$ cat src/rtl/core/rle_pkg.sv
// Shared types, register indexes, effect codes and constant tables for the
// RGB LED effect engine. Used by rle_effect and the top level; no dependencies.
package rle_pkg;

  // Configuration register indexes.
  localparam logic [2:0] REG_MODE       = 3'd0;
  localparam logic [2:0] REG_COLOUR     = 3'd1;
  localparam logic [2:0] REG_BRIGHTNESS = 3'd2;
  localparam logic [2:0] REG_SPEED      = 3'd3;
  localparam logic [2:0] REG_ENABLE     = 3'd4;

  // Effect codes held in the mode register.
  localparam logic [3:0] MODE_BREATHE    = 4'd0;
  localparam logic [3:0] MODE_FADE3      = 4'd1;
  localparam logic [3:0] MODE_FADE7      = 4'd2;
  localparam logic [3:0] MODE_FADE_RG    = 4'd3;
  localparam logic [3:0] MODE_FADE_RB    = 4'd4;
  localparam logic [3:0] MODE_FADE_GB    = 4'd5;
  localparam logic [3:0] MODE_JUMP3      = 4'd6;
  localparam logic [3:0] MODE_JUMP7      = 4'd7;
  localparam logic [3:0] MODE_FLASH1     = 4'd8;
  localparam logic [3:0] MODE_FLASH7     = 4'd9;
  localparam logic [3:0] MODE_SOUND_FADE = 4'd10;

  typedef struct packed {
    logic       en;
    logic [2:0] index;
    logic [7:0] data;
  } cfg_wr_t;

  // Levels and scale of one advance of the effect.
  typedef struct packed {
    logic       emit;
    logic [7:0] lvl_red;
    logic [7:0] lvl_green;
    logic [7:0] lvl_blue;
    logic [7:0] scale;
  } eff_out_t;

  typedef struct packed {
    logic [1:0] ch;
    logic       up;
  } fade_move_t;

  // Level of one channel for a colour index; index 7 is black.
  function automatic logic [7:0] colour_level(input logic [2:0] idx, input logic [1:0] ch);
    logic [2:0] rgb;
    case (idx)
      3'd0:    rgb = 3'b100;
      3'd1:    rgb = 3'b010;
      3'd2:    rgb = 3'b001;
      3'd3:    rgb = 3'b110;
      3'd4:    rgb = 3'b011;
      3'd5:    rgb = 3'b101;
      3'd6:    rgb = 3'b111;
      default: rgb = 3'b000;
    endcase
    case (ch)
      2'd0:    colour_level = rgb[2] ? 8'hff : 8'h00;
      2'd1:    colour_level = rgb[1] ? 8'hff : 8'h00;
      default: colour_level = rgb[0] ? 8'hff : 8'h00;
    endcase
  endfunction

  // Channel and direction of each step of the two-colour and seven-colour fades.
  function automatic fade_move_t fade_move(input logic [3:0] mode, input logic [2:0] ph);
    fade_move_t mv;
    mv = '{ch: 2'd0, up: 1'b0};
    case (mode)
      MODE_FADE7: begin
        case (ph)
          3'd0:    mv = '{ch: 2'd1, up: 1'b1};
          3'd1:    mv = '{ch: 2'd0, up: 1'b0};
          3'd2:    mv = '{ch: 2'd2, up: 1'b1};
          3'd3:    mv = '{ch: 2'd1, up: 1'b0};
          3'd4:    mv = '{ch: 2'd0, up: 1'b1};
          default: mv = '{ch: 2'd2, up: 1'b0};
        endcase
      end
      MODE_FADE_RG: begin
        case (ph[1:0])
          2'd0:    mv = '{ch: 2'd1, up: 1'b1};
          2'd1:    mv = '{ch: 2'd0, up: 1'b0};
          2'd2:    mv = '{ch: 2'd0, up: 1'b1};
          default: mv = '{ch: 2'd1, up: 1'b0};
        endcase
      end
      MODE_FADE_RB: begin
        case (ph[1:0])
          2'd0:    mv = '{ch: 2'd2, up: 1'b1};
          2'd1:    mv = '{ch: 2'd0, up: 1'b0};
          2'd2:    mv = '{ch: 2'd0, up: 1'b1};
          default: mv = '{ch: 2'd2, up: 1'b0};
        endcase
      end
      default: begin
        case (ph[1:0])
          2'd0:    mv = '{ch: 2'd2, up: 1'b1};
          2'd1:    mv = '{ch: 2'd1, up: 1'b0};
          2'd2:    mv = '{ch: 2'd1, up: 1'b1};
          default: mv = '{ch: 2'd2, up: 1'b0};
        endcase
      end
    endcase
    return mv;
  endfunction

endpackage

$ cat src/rtl/core/rle_effect.sv
// Configuration registers, effect state and the per-tick advance of the effect.
// Depends on rle_pkg.
module rle_effect (
  input  logic             clk,
  input  logic             rst,
  input  rle_pkg::cfg_wr_t cfg,
  input  logic             step,
  input  logic             mic,
  output rle_pkg::eff_out_t eff
);

  logic [3:0] effect_mode;
  logic [2:0] base_colour;
  logic [7:0] brightness;
  logic [3:0] speed;
  logic       effect_enable;

  logic [2:0] phase;
  logic [7:0] level_red, level_green, level_blue;
  logic [7:0] light_level;
  logic       dimming;
  logic [7:0] wait_count;
  logic       started;

  logic [2:0] phase_next;
  logic [7:0] lv [3];
  logic [7:0] light_level_next;
  logic       dimming_next;
  logic [7:0] wait_count_next;
  logic       started_next;
  logic       go;
  logic [7:0] scale;
  logic [8:0] nx;
  logic [3:0] w;
  logic [1:0] ci;
  logic [2:0] fade_len;
  logic [7:0] fade_step;
  logic [2:0] jump_len;
  rle_pkg::fade_move_t mv;

  function automatic logic [7:0] sat_add(input logic [7:0] v, input logic [7:0] d);
    logic [8:0] s;
    s = {1'b0, v} + {1'b0, d};
    return s[8] ? 8'hff : s[7:0];
  endfunction

  function automatic logic [7:0] sat_sub(input logic [7:0] v, input logic [7:0] d);
    return (v > d) ? v - d : 8'd0;
  endfunction

  assign w = 4'd9 - ((speed > 4'd8) ? 4'd8 : speed);

  always_comb begin
    phase_next       = phase;
    lv[0]            = level_red;
    lv[1]            = level_green;
    lv[2]            = level_blue;
    light_level_next = light_level;
    dimming_next     = dimming;
    wait_count_next  = wait_count;
    started_next     = started;
    go               = 1'b0;
    scale            = brightness;
    nx               = 9'd0;
    ci               = 2'd0;
    mv               = '{ch: 2'd0, up: 1'b0};
    fade_len         = 3'd4;
    fade_step        = 8'd3;
    jump_len         = 3'd3;

    if (step && effect_enable && effect_mode <= rle_pkg::MODE_SOUND_FADE) begin
      if (!started) begin
        phase_next       = 3'd0;
        dimming_next     = 1'b0;
        lv[0]            = 8'd0;
        lv[1]            = 8'd0;
        lv[2]            = 8'd0;
        light_level_next = brightness;
        if (effect_mode == rle_pkg::MODE_FADE3 || effect_mode == rle_pkg::MODE_SOUND_FADE) begin
          lv[0] = 8'd10;
        end else if (effect_mode >= rle_pkg::MODE_FADE7 && effect_mode <= rle_pkg::MODE_FADE_RB) begin
          lv[0] = 8'd255;
        end else if (effect_mode == rle_pkg::MODE_FADE_GB) begin
          lv[1] = 8'd255;
        end
        started_next = 1'b1;
        go           = 1'b1;
      end else begin
        if (wait_count != 8'd0) begin
          wait_count_next = wait_count - 8'd1;
        end
        go = (wait_count_next == 8'd0);
      end
    end

    if (go) begin
      wait_count_next = {4'd0, w};
      case (effect_mode)
        rle_pkg::MODE_BREATHE: begin
          lv[0] = rle_pkg::colour_level(base_colour, 2'd0);
          lv[1] = rle_pkg::colour_level(base_colour, 2'd1);
          lv[2] = rle_pkg::colour_level(base_colour, 2'd2);
          scale = light_level_next;
          nx = {1'b0, light_level_next};
          if (!dimming_next) begin
            nx = nx + 9'd1;
            if (nx > {1'b0, brightness}) dimming_next = 1'b1;
          end
          if (dimming_next) begin
            if (nx != 9'd0) nx = nx - 9'd1;
            if (nx < 9'd5) dimming_next = 1'b0;
          end
          light_level_next = nx[8] ? 8'hff : nx[7:0];
        end
        rle_pkg::MODE_FADE3, rle_pkg::MODE_SOUND_FADE: begin
          if (effect_mode == rle_pkg::MODE_SOUND_FADE && mic) begin
            lv[0] = sat_add(lv[0], 8'd20);
            lv[1] = sat_add(lv[1], 8'd20);
            lv[2] = sat_add(lv[2], 8'd20);
          end else begin
            if (phase_next > 3'd5) phase_next = 3'd0;
            ci = phase_next[2:1];
            if (!phase_next[0]) begin
              lv[ci] = sat_add(lv[ci], 8'd3);
              if (lv[ci] >= 8'd250) phase_next = phase_next + 3'd1;
            end else begin
              lv[ci] = sat_sub(lv[ci], 8'd3);
              if (lv[ci] <= 8'd10) begin
                lv[ci]           = 8'd0;
                phase_next       = (phase_next == 3'd5) ? 3'd0 : phase_next + 3'd1;
                lv[phase_next[2:1]] = 8'd10;
                light_level_next = brightness;
              end
            end
          end
          scale = light_level_next;
        end
        rle_pkg::MODE_FADE7, rle_pkg::MODE_FADE_RG, rle_pkg::MODE_FADE_RB,
        rle_pkg::MODE_FADE_GB: begin
          if (effect_mode == rle_pkg::MODE_FADE7) begin
            fade_len  = 3'd6;
            fade_step = mic ? 8'd10 : 8'd3;
          end
          if (phase_next >= fade_len) phase_next = 3'd0;
          mv = rle_pkg::fade_move(effect_mode, phase_next);
          if (mv.up) begin
            lv[mv.ch] = sat_add(lv[mv.ch], fade_step);
            if (lv[mv.ch] >= 8'd254) phase_next = phase_next + 3'd1;
          end else begin
            lv[mv.ch] = sat_sub(lv[mv.ch], fade_step);
            if (lv[mv.ch] <= 8'd3) phase_next = phase_next + 3'd1;
          end
          if (phase_next >= fade_len) phase_next = 3'd0;
        end
        rle_pkg::MODE_JUMP3, rle_pkg::MODE_JUMP7: begin
          if (effect_mode == rle_pkg::MODE_JUMP7) jump_len = 3'd7;
          if (phase_next >= jump_len) phase_next = 3'd0;
          lv[0] = rle_pkg::colour_level(phase_next, 2'd0);
          lv[1] = rle_pkg::colour_level(phase_next, 2'd1);
          lv[2] = rle_pkg::colour_level(phase_next, 2'd2);
          phase_next = phase_next + 3'd1;
          if (phase_next >= jump_len) phase_next = 3'd0;
          wait_count_next = {w, 4'd0} - {4'd0, w};
        end
        default: begin
          // Both flashes alternate between the set brightness and dark on each advance.
          if (effect_mode == rle_pkg::MODE_FLASH1) begin
            lv[0] = rle_pkg::colour_level(base_colour, 2'd0);
            lv[1] = rle_pkg::colour_level(base_colour, 2'd1);
            lv[2] = rle_pkg::colour_level(base_colour, 2'd2);
          end else begin
            if (phase_next > 3'd6) phase_next = 3'd0;
            lv[0] = rle_pkg::colour_level(phase_next, 2'd0);
            lv[1] = rle_pkg::colour_level(phase_next, 2'd1);
            lv[2] = rle_pkg::colour_level(phase_next, 2'd2);
          end
          scale = light_level_next;
          if (light_level_next != 8'd0) begin
            light_level_next = 8'd0;
          end else begin
            light_level_next = brightness;
            if (effect_mode == rle_pkg::MODE_FLASH7) begin
              phase_next = (phase_next >= 3'd6) ? 3'd0 : phase_next + 3'd1;
            end
          end
          wait_count_next = {1'b0, w, 3'd0} + {3'd0, w, 1'b0};
        end
      endcase
    end
  end

  always_comb begin
    eff.emit      = go;
    eff.lvl_red   = lv[0];
    eff.lvl_green = lv[1];
    eff.lvl_blue  = lv[2];
    eff.scale     = scale;
  end

  always_ff @(posedge clk) begin
    if (rst) begin
      effect_mode   <= rle_pkg::MODE_BREATHE;
      base_colour   <= 3'd0;
      brightness    <= 8'd255;
      speed         <= 4'd0;
      effect_enable <= 1'b0;
      phase         <= 3'd0;
      level_red     <= 8'd0;
      level_green   <= 8'd0;
      level_blue    <= 8'd0;
      light_level   <= 8'd0;
      dimming       <= 1'b0;
      wait_count    <= 8'd0;
      started       <= 1'b0;
    end else if (cfg.en && cfg.index <= rle_pkg::REG_ENABLE) begin
      unique case (cfg.index)
        rle_pkg::REG_MODE:       effect_mode   <= cfg.data[3:0];
        rle_pkg::REG_COLOUR:     base_colour   <= cfg.data[2:0];
        rle_pkg::REG_BRIGHTNESS: brightness    <= cfg.data;
        rle_pkg::REG_SPEED:      speed         <= cfg.data[3:0];
        default:                 effect_enable <= cfg.data[0];
      endcase
      // A write to any of the five registers restarts the effect.
      started    <= 1'b0;
      wait_count <= 8'd0;
    end else begin
      phase       <= phase_next;
      level_red   <= lv[0];
      level_green <= lv[1];
      level_blue  <= lv[2];
      light_level <= light_level_next;
      dimming     <= dimming_next;
      wait_count  <= wait_count_next;
      started     <= started_next;
    end
  end

endmodule

$ cat src/rtl/core/rle_scale.sv
// Two-stage duty scaler for one channel: level * scale, then * 100 / 255.
// Depends on nothing outside this file.
module rle_scale (
  input  logic        clk,
  input  logic [7:0]  level,
  input  logic [7:0]  scale,
  input  logic        load_prod,
  input  logic        load_duty,
  output logic [14:0] duty
);

  // floor(p * 100 / 255) == (p * RECIP) >> SHIFT, exact for every 16-bit product.
  localparam int          SHIFT = 24;
  localparam logic [22:0] RECIP = 23'd6579301;

  logic [15:0] prod;
  logic [38:0] wide;

  assign wide = {23'd0, prod} * {16'd0, RECIP};

  always_ff @(posedge clk) begin
    if (load_prod) begin
      prod <= level * scale;
    end
    if (load_duty) begin
      duty <= wide[SHIFT +: 15];
    end
  end

endmodule

$ cat src/rtl/core/rgb_led_effect_engine.sv
// Top level of the RGB LED effect engine: handshake, pipeline control and
// three duty scalers. Depends on rle_pkg, rle_effect and rle_scale.
//
//   channel  direction  handshake               payload
//   tick     in         tick_valid/tick_stall   mic_active
//   duty     out        duty_valid/duty_stall   duty_red, duty_green, duty_blue
//   config   in         cfg_write               cfg_index, cfg_data
//
// One tick is taken every cycle while tick_stall is low; a tick that
// advances the effect passes to its duties through the three register
// stages: effect state, level product and scaling by 100/255.
// Reset is synchronous; tick_stall is high during it.
// A stalled output holds the pipeline, and tick_stall rises only once all
// three stages are full.
module rgb_led_effect_engine (
  input  logic        clk,
  input  logic        rst,
  input  logic        tick_valid,
  output logic        tick_stall,
  input  logic        mic_active,
  output logic        duty_valid,
  input  logic        duty_stall,
  output logic [14:0] duty_red,
  output logic [14:0] duty_green,
  output logic [14:0] duty_blue,
  input  logic        cfg_write,
  input  logic [2:0]  cfg_index,
  input  logic [7:0]  cfg_data
);

  rle_pkg::cfg_wr_t  cfg;
  rle_pkg::eff_out_t eff;

  logic       accept;
  logic       ready1, ready2, ready3;
  logic       s1_valid, s2_valid;
  logic [7:0] s1_red, s1_green, s1_blue, s1_scale;

  assign cfg    = '{en: cfg_write, index: cfg_index, data: cfg_data};
  assign ready3 = !duty_valid || !duty_stall;
  assign ready2 = !s2_valid || ready3;
  assign ready1 = !s1_valid || ready2;
  assign tick_stall = rst || !ready1;
  assign accept = tick_valid && !tick_stall;

  rle_effect u_effect (
    .clk  (clk),
    .rst  (rst),
    .cfg  (cfg),
    .step (accept),
    .mic  (mic_active),
    .eff  (eff)
  );

  always_ff @(posedge clk) begin
    if (rst) begin
      s1_valid   <= 1'b0;
      s2_valid   <= 1'b0;
      duty_valid <= 1'b0;
    end else begin
      if (ready1) s1_valid   <= accept && eff.emit;
      if (ready2) s2_valid   <= s1_valid;
      if (ready3) duty_valid <= s2_valid;
    end
  end

  always_ff @(posedge clk) begin
    if (ready1) begin
      s1_red   <= eff.lvl_red;
      s1_green <= eff.lvl_green;
      s1_blue  <= eff.lvl_blue;
      s1_scale <= eff.scale;
    end
  end

  rle_scale u_scale_red (
    .clk       (clk),
    .level     (s1_red),
    .scale     (s1_scale),
    .load_prod (ready2),
    .load_duty (ready3),
    .duty      (duty_red)
  );

  rle_scale u_scale_green (
    .clk       (clk),
    .level     (s1_green),
    .scale     (s1_scale),
    .load_prod (ready2),
    .load_duty (ready3),
    .duty      (duty_green)
  );

  rle_scale u_scale_blue (
    .clk       (clk),
    .level     (s1_blue),
    .scale     (s1_scale),
    .load_prod (ready2),
    .load_duty (ready3),
    .duty      (duty_blue)
  );

endmodule

$ cat config.mk
export PLATFORM = sky130hd
export DESIGN_NAME = rgb_led_effect_engine
export DESIGN_NICKNAME = d
export VERILOG_FILES = /design/src/rtl/core/rle_pkg.sv /design/src/rtl/core/rle_effect.sv /design/src/rtl/core/rle_scale.sv /design/src/rtl/core/rgb_led_effect_engine.sv
export SDC_FILE = /design/constraint.sdc
export NUM_CORES = 2
export LEC_CHECK = 0
export BUFFER_PORTS_ARGS = -buffer_cell sky130_fd_sc_hd__buf_2
export CAP_MARGIN = 20
export CORE_ASPECT_RATIO = 0.6
export CORE_UTILIZATION = 26
export DETAILED_ROUTE_END_ITERATION = 6
export SYNTH_ARGS = -nofsm -noshare
export SYNTH_HDL_FRONTEND = slang
export SYNTH_HIERARCHICAL = 1
export SYNTH_SLANG_ARGS = --single-unit
$ cat constraint.sdc
create_clock -name clk -period 7.2 [get_ports clk]
set_input_delay 0.36 -clock clk [delete_from_list [all_inputs] [get_ports clk]]
set_output_delay 0.36 -clock clk [all_outputs]
set_load 0.005 [all_outputs]
Yosys cells after proc, flatten, opt, wreduce, memory -nomap -nowiden
Index checks and enable logic that the tools add are counted.
- word-level logic and storage cells: 338
- input bits: 17
- output and inout bits: 47
- bits in registers: 193
- reduce and logical (&&, ||, !) cells: 48
- multiplexer cells: 168
- equality and inequality tests: 38
- bitwise operators: 9
- add/sub/neg operators: 17
- $mul: 6
- order comparisons: 26
- operators by type and width (cell ; count):
    8-bit 2-to-1 mux ; 57
    24-bit 2-to-1 mux ; 8
    3-bit 2-to-1 mux ; 52
    16-bit by 23-bit multiplier with 39-bit output (second input constant) ; 3
    8-bit binary-select mux with 2-bit select ; 6
    24-bit bitwise mux ; 4
    24-bit case mux with 4 select lines ; 1
    9-bit 2-to-1 mux ; 10
    3-bit case mux with 7 select lines ; 3
    8-bit demux with 2-bit select ; 3
    8-bit by 8-bit multiplier with 16-bit output ; 3
    3-bit == test (second input constant) ; 11
    8-bit case mux with 2 select lines ; 2
    3-bit by 2-bit == test with 1-bit output (second input constant) ; 10
    8-bit by 5-bit adder with 9-bit output (second input constant) ; 3
    3-bit case mux with 3 select lines ; 3
    24-bit AND ; 1
    24-bit NOT ; 1
    8-bit case mux with 3 select lines ; 1
    18-bit AND ; 1
    18-bit NOT ; 1
    4-bit by 3-bit == test with 1-bit output (second input constant) ; 4
    8-bit greater-or-equal comparator (second input constant) ; 2
    8-bit nonzero test ; 2
    other kinds (56) ; 120

Longest topological paths before layout
- depth in word-level cells: 43
- gate-level depth with buffers: 36
- depth with buffers taken out: 32

Cells and area by module
Netlist, hierarchy kept.
- modules (own cells, without submodules) (module ; sequential area each (µm²) ; area an instance (µm²) ; cells each ; times used):
    rle_effect ; 1301.2 ; 9366.5 ; 1393 ; 1
    rle_scale at u_scale_green ; 930.9 ; 7842.5 ; 808 ; 1
    rle_scale at u_scale_blue ; 930.9 ; 7712.4 ; 779 ; 1
    rle_scale at u_scale_red ; 930.9 ; 7425.9 ; 720 ; 1
    rgb_led_effect_engine ; 1021.0 ; 1083.5 ; 46 ; 1

Worst setup path before layout
No wires, ideal clock.
- path type: reg-to-reg
- from: reg duty_valid
- to: reg u_effect.phase[0]
- clock period less this slack: 7267 ps
- buffers on the path: 4
- required time: 7114 ps
- setup slack: -67 ps
- library setup time: 86 ps
- cell stages (with the launch flop): 35
- arrival time: 7182 ps
- path through: dfxtp_1 > nand4_2 > and3b_1 > and3b_1 > o21ai_1 > buf_2 > buf_4 > nand2_1 > clkinv_1 > nand2_1 > inv_1 > ha_1 > ha_1 > or4b_1 > a31o_1 > a32o_1 > buf_6 > clkbuf_1 > o21ai_0 > o22ai_1 > inv_1 > ha_1 > inv_1 > ha_1 > a31o_2 > a221oi_1 > o2111ai_1 > o21ai_0 > a21oi_1 > o311a_4 > a21oi_1 > ha_1 > inv_1 > a211o_1 > a211oi_1
- longest elaborated chain between the ends: 39
- elaborated cells on any way between the ends: 124
- those cells by class: 8 x add/sub; 17 x order compare; 7 x eq/ne; 75 x mux; 2 x bitwise; 15 x reduce/logical
- ends and longest elaborated chain (element ; RTL line ; RTL):
    start, declared ; rgb_led_effect_engine.sv:21 ; output logic duty_valid,
    start signal, assigned ; rgb_led_effect_engine.sv:63 ; if (ready3) duty_valid <= s2_valid;
    1-bit zero test (*) ; rgb_led_effect_engine.sv:40 ; assign ready3 = !duty_valid || !duty_stall;
    1-bit logical OR (*) ; rgb_led_effect_engine.sv:40 ;
    1-bit logical OR (*) ; rgb_led_effect_engine.sv:41 ; assign ready2 = !s2_valid || ready3;
    1-bit logical OR (*) ; rgb_led_effect_engine.sv:42 ; assign ready1 = !s1_valid || ready2;
    named net ready1 ; rgb_led_effect_engine.sv:35 ; logic ready1, ready2, ready3;
    1-bit zero test (*) ; rgb_led_effect_engine.sv:43 ; assign tick_stall = rst || !ready1;
    1-bit logical OR (*) ; rgb_led_effect_engine.sv:43 ;
    1-bit zero test (*) ; rgb_led_effect_engine.sv:44 ; assign accept = tick_valid && !tick_stall;
    [1 not listed] ; - ;
    named net accept ; rgb_led_effect_engine.sv:34 ; logic accept;
    [23 not listed] ; - ;
    3-bit 2-to-1 mux, on equally long branches ; rle_effect.sv:151, rle_effect.sv:148 ;
    3-bit 2-to-1 mux ; rle_effect.sv:146 ; if (mv.up) begin
    3-bit 2-to-1 mux ; rle_effect.sv:98 ; case (effect_mode)
    3-bit 2-to-1 mux ; rle_effect.sv:96 ; if (go) begin
    3-bit greater-or-equal comparator ; rle_effect.sv:153 ; if (phase_next >= fade_len) phase_next = 3'd0;
    3-bit 2-to-1 mux ; rle_effect.sv:153 ;
    3-bit case mux with 4 select lines ; rle_effect.sv:98 ;
    3-bit 2-to-1 mux (*) ; rle_effect.sv:96 ;
    end signal, assigned ; rle_effect.sv:227 ; phase <= phase_next;
    end, declared ; rle_effect.sv:18 ; logic [2:0] phase;
The timed path passes the listed nets; every way through them passes the cells marked *. The select of a mux whose other input is x is not followed.
A chain may end at the register's enable or synchronous reset.

Worst setup path after layout
Same ends and word-level chain as after synthesis.

==> results.ini <==
[status]
status = finished with violations
violations = DRC

[sta]
max_slew.worst_pin.slew_ns = 1.34
fin_crit_sh = 0.947
setup_viol = 0
hold_violations = 0
drv_slew = 0
fin_worst_skew_ns = 0.0213
max_freq_mhz = 147
relSlewSlack = 0.108
min_period_ns = 6.82
fin_ws_ns = 0.384

[die]
die_h_um = 280
core_area_um2 = 127000
row_count = 101
die-area_um2 = 130000
ios = 64
die_width_um = 465
initial_core_util = 0.263

[drt]
vias = 27800
drt-pass1-iter-count = 7
wirelength_um = 104000
routed_via_density = 5.05
drtIter0Drc = 3017
wl_per_cell_um = 18.9
drc = 6
ant_nets = 0

[pwr]
p_leak_nw = 18.4
ir_drop_v = 0.000202
powerDensity_nw_per_um2 = 196

[finish]
layout-drive-gt1-share = 0.0652
area_delta_synth_final_pct = 9.58
antenna_cells = 0
final_nets = 4728
fillCellCount = 13500
final_core_util = 0.288

[placed_design]
io_buffers = 63
dpl.hpwl_um = 85700
gp_routability_congestion = 1.00
pre_cts_ws_ns = 0.419

[setup_path]
cp.arrival_ns = 7.25
end_kind = register
critPathMaxFanout = 12
crit_path_end = u_effect/phase[0]
critPathRequiredTime_ns = 7.63
critPathMostFrequentCell = ha_1
r2r_slack_ns = 0.38
worstRegToRegCells = 23
max_stage_delay_ns = 0.73
path_class = register to register
r2r_start = duty_valid
crit_path_start_kind = register
r2r_end = u_effect/phase[0]
crit_start = duty_valid
slowest_stage = nor4_1
cp_cell_sequence = nand4_4, and3b_1, nand3b_1, a22o_1, nand2_1, ha_1, or4b_1, a31o_1, a32o_1, o21ai_0, o22ai_1, ha_1, clkinv_1, nor4_1, o2111ai_2, o21ai_0, a21oi_1, o311a_4, a21oi_1, ha_1, inv_1, a211o_1, a211oi_1

[global_routing]
grt_usage = 0.159
grt-ovfl-total = 0
grt_pass1_wl_um = 160000
antenna_found_initial = 3
grt_pass1_vias = 26100
grt_max_degree = 68

[clocking]
cts_tree = built
clk_pin_slew_ns = 0.08
htree_levels = 4
clockBufferDepth = 2
root_buffer = clkbuf_16
cts_sinks = 193
cts_hold_buf = 0
clk_latency_ns = 0.52
cts-buffers-inserted = 17

[flow_run]
cap_violations = 0

[logic_synthesis]
synth_top_flop_cell = edfxtp_1
synth_fp_nets = 4681
seq_area_frac_synth = 0.153
synth_edf_count = 125
yosysWarningCount = 6
synth_async_sr_flop_share = 0
ys_ff_latch = 193
netlist_area_um2 = 33400
avgSynthCellArea_um2 = 8.92
syn_inst = 3746
synth_cell_type_count = 113

[worst_hold_path]
hold_path.class = input pin to register

## per-layer routing
| metal | part of all wire | GRT usage |
|---|---|---|
| met1 | 0.54 | 0.269 |
| met2 | 0.34 | 0.187 |
| met3 | 0.12 | 0.0494 |
| met4 | 0.0072 | 0.0183 |
| met5 | 0.00026 | 0 |
## cell usage after synthesis, drive strengths merged, types with 12 or more instances
cell / number / area (µm²)
ha: 599 / 7490
inv: 582 / 2180
fa: 319 / 6390
nand2: 310 / 1170
nor2: 225 / 847
a21oi: 211 / 1070
o21ai: 189 / 957
edfxtp: 125 / 3750
and2: 117 / 732
xnor2: 102 / 893
clkbuf: 79 / 298
dfxtp: 68 / 1360
nand3: 62 / 320
nor3: 51 / 265
a21o: 46 / 345
xor2: 44 / 385
mux2i: 37 / 383
nand4: 35 / 225
o211ai: 34 / 260
a211oi: 33 / 258
a31oi: 33 / 213
o21a: 29 / 218
nor2b: 28 / 183
buf: 22 / 123
nand2b: 20 / 125
o22ai: 18 / 119
a2111oi: 16 / 185
and3: 15 / 93.8
o21bai: 15 / 120
a21boi: 14 / 109
or3: 14 / 87.6
o31ai: 12 / 104
## report_power, final
| group | internal [mW] | switching [mW] |
|---|---|---|
| registers | 1.37 | 0.146 |
| logic | 1.86 | 2.78 |
| clock network | 0.497 | 0.535 |
| total | 3.73 | 3.46 |
## logic make-up (layout without fill, tap and decap cells)
logic type,count (synthesis),after routing,share of synthesized area
AOI/OAI and AO/OA,814,814,0.164
muxes,48,48,0.0153
adders and majority gates,918,918,0.415
xor gates and xnor gates,146,146,0.0383
and+or+nand+nor,939,939,0.136
buffers and inverters,688,748,0.0785
DFF,193,193,0.153
## worst max-delay path, delay by kind of cell, from the launching register on
| kind | cells | cell delay, ns |
|---|---|---|
| and+or+nand+nor | 6 | 2.10 |
| adders and majority gates | 3 | 0.93 |
| AOI/OAI and AO/OA | 12 | 2.85 |
| DFF | 1 | 0.46 |
| buffers and inverters | 2 | 0.39 |
## area by class of cell
class,count,area [µm²],area share
Clock buffer,20,479,0.0131
Clock inverter,12,113,0.00307
Inverter,587,2200,0.0601
Multi-Input combinational cell,2865,25800,0.704
Sequential cell,193,5110,0.140
Tap cell,1699,2130,0.0580
Timing Repair Buffer,129,811,0.0221
## state kept, by name, summed over array words and instances, names as in the netlist, 15 cells and up
signal / cells
u_scale_red/duty: 15
u_scale_blue/prod: 16
u_scale_green/prod: 16
u_scale_blue/duty: 15
u_scale_red/prod: 16
u_scale_green/duty: 15
## placed cells by master (no fill, tap or decap), types with 68 or more instances in the layout
cell | synthesis | layout
a21oi_1 | 207 | 205
and2_1 | 117 | 117
dfxtp_1 | 68 | 68
edfxtp_1 | 125 | 125
fa_1 | 319 | 319
ha_1 | 599 | 599
inv_1 | 581 | 581
nand2_1 | 309 | 308
nor2_1 | 224 | 223
o21ai_0 | 168 | 168
xnor2_1 | 102 | 102
## worst min-delay path by stage
stage                          start                endpoint  slack (ns)  cells past startpoint
CTS                       tick_valid                s1_valid        0.12                      3
global placement    u_effect/started        u_effect/started        0.46                      2
finish                   cfg_data[5]  u_effect/brightness[5]        0.15                      3
detailed placement  u_effect/started        u_effect/started        0.47                      2
floorplan                        rst                s1_valid        0.43                      1
global route              tick_valid                s1_valid        0.16                      3
## timing repair
item | in CTS | in global routing
setup endpoints to repair | 0 | 1
resized for setup | 0 | 2
buffers inserted | 0 | 0
## metrics by stage
step / cells / setup TNS (ns) / hold WS (ns) / power (mW) / instance area [µm²]
global route: 5505 / -0.0279 / 0.157 / 7.97 / 36600
detailed placement: 5473 / 0 / 0.468 / 6.11 / 36000
CTS: 5505 / 0 / 0.116 / 7.23 / 36600
finish: 5505 / 0 / 0.155 / 7.19 / 36600
global placement: 5473 / 0 / 0.461 / 6.09 / 36000
floorplan: 3746 / 0 / 0.429 / 4.79 / 33400
No activity file was read; power rests on OpenSTA's default activity.
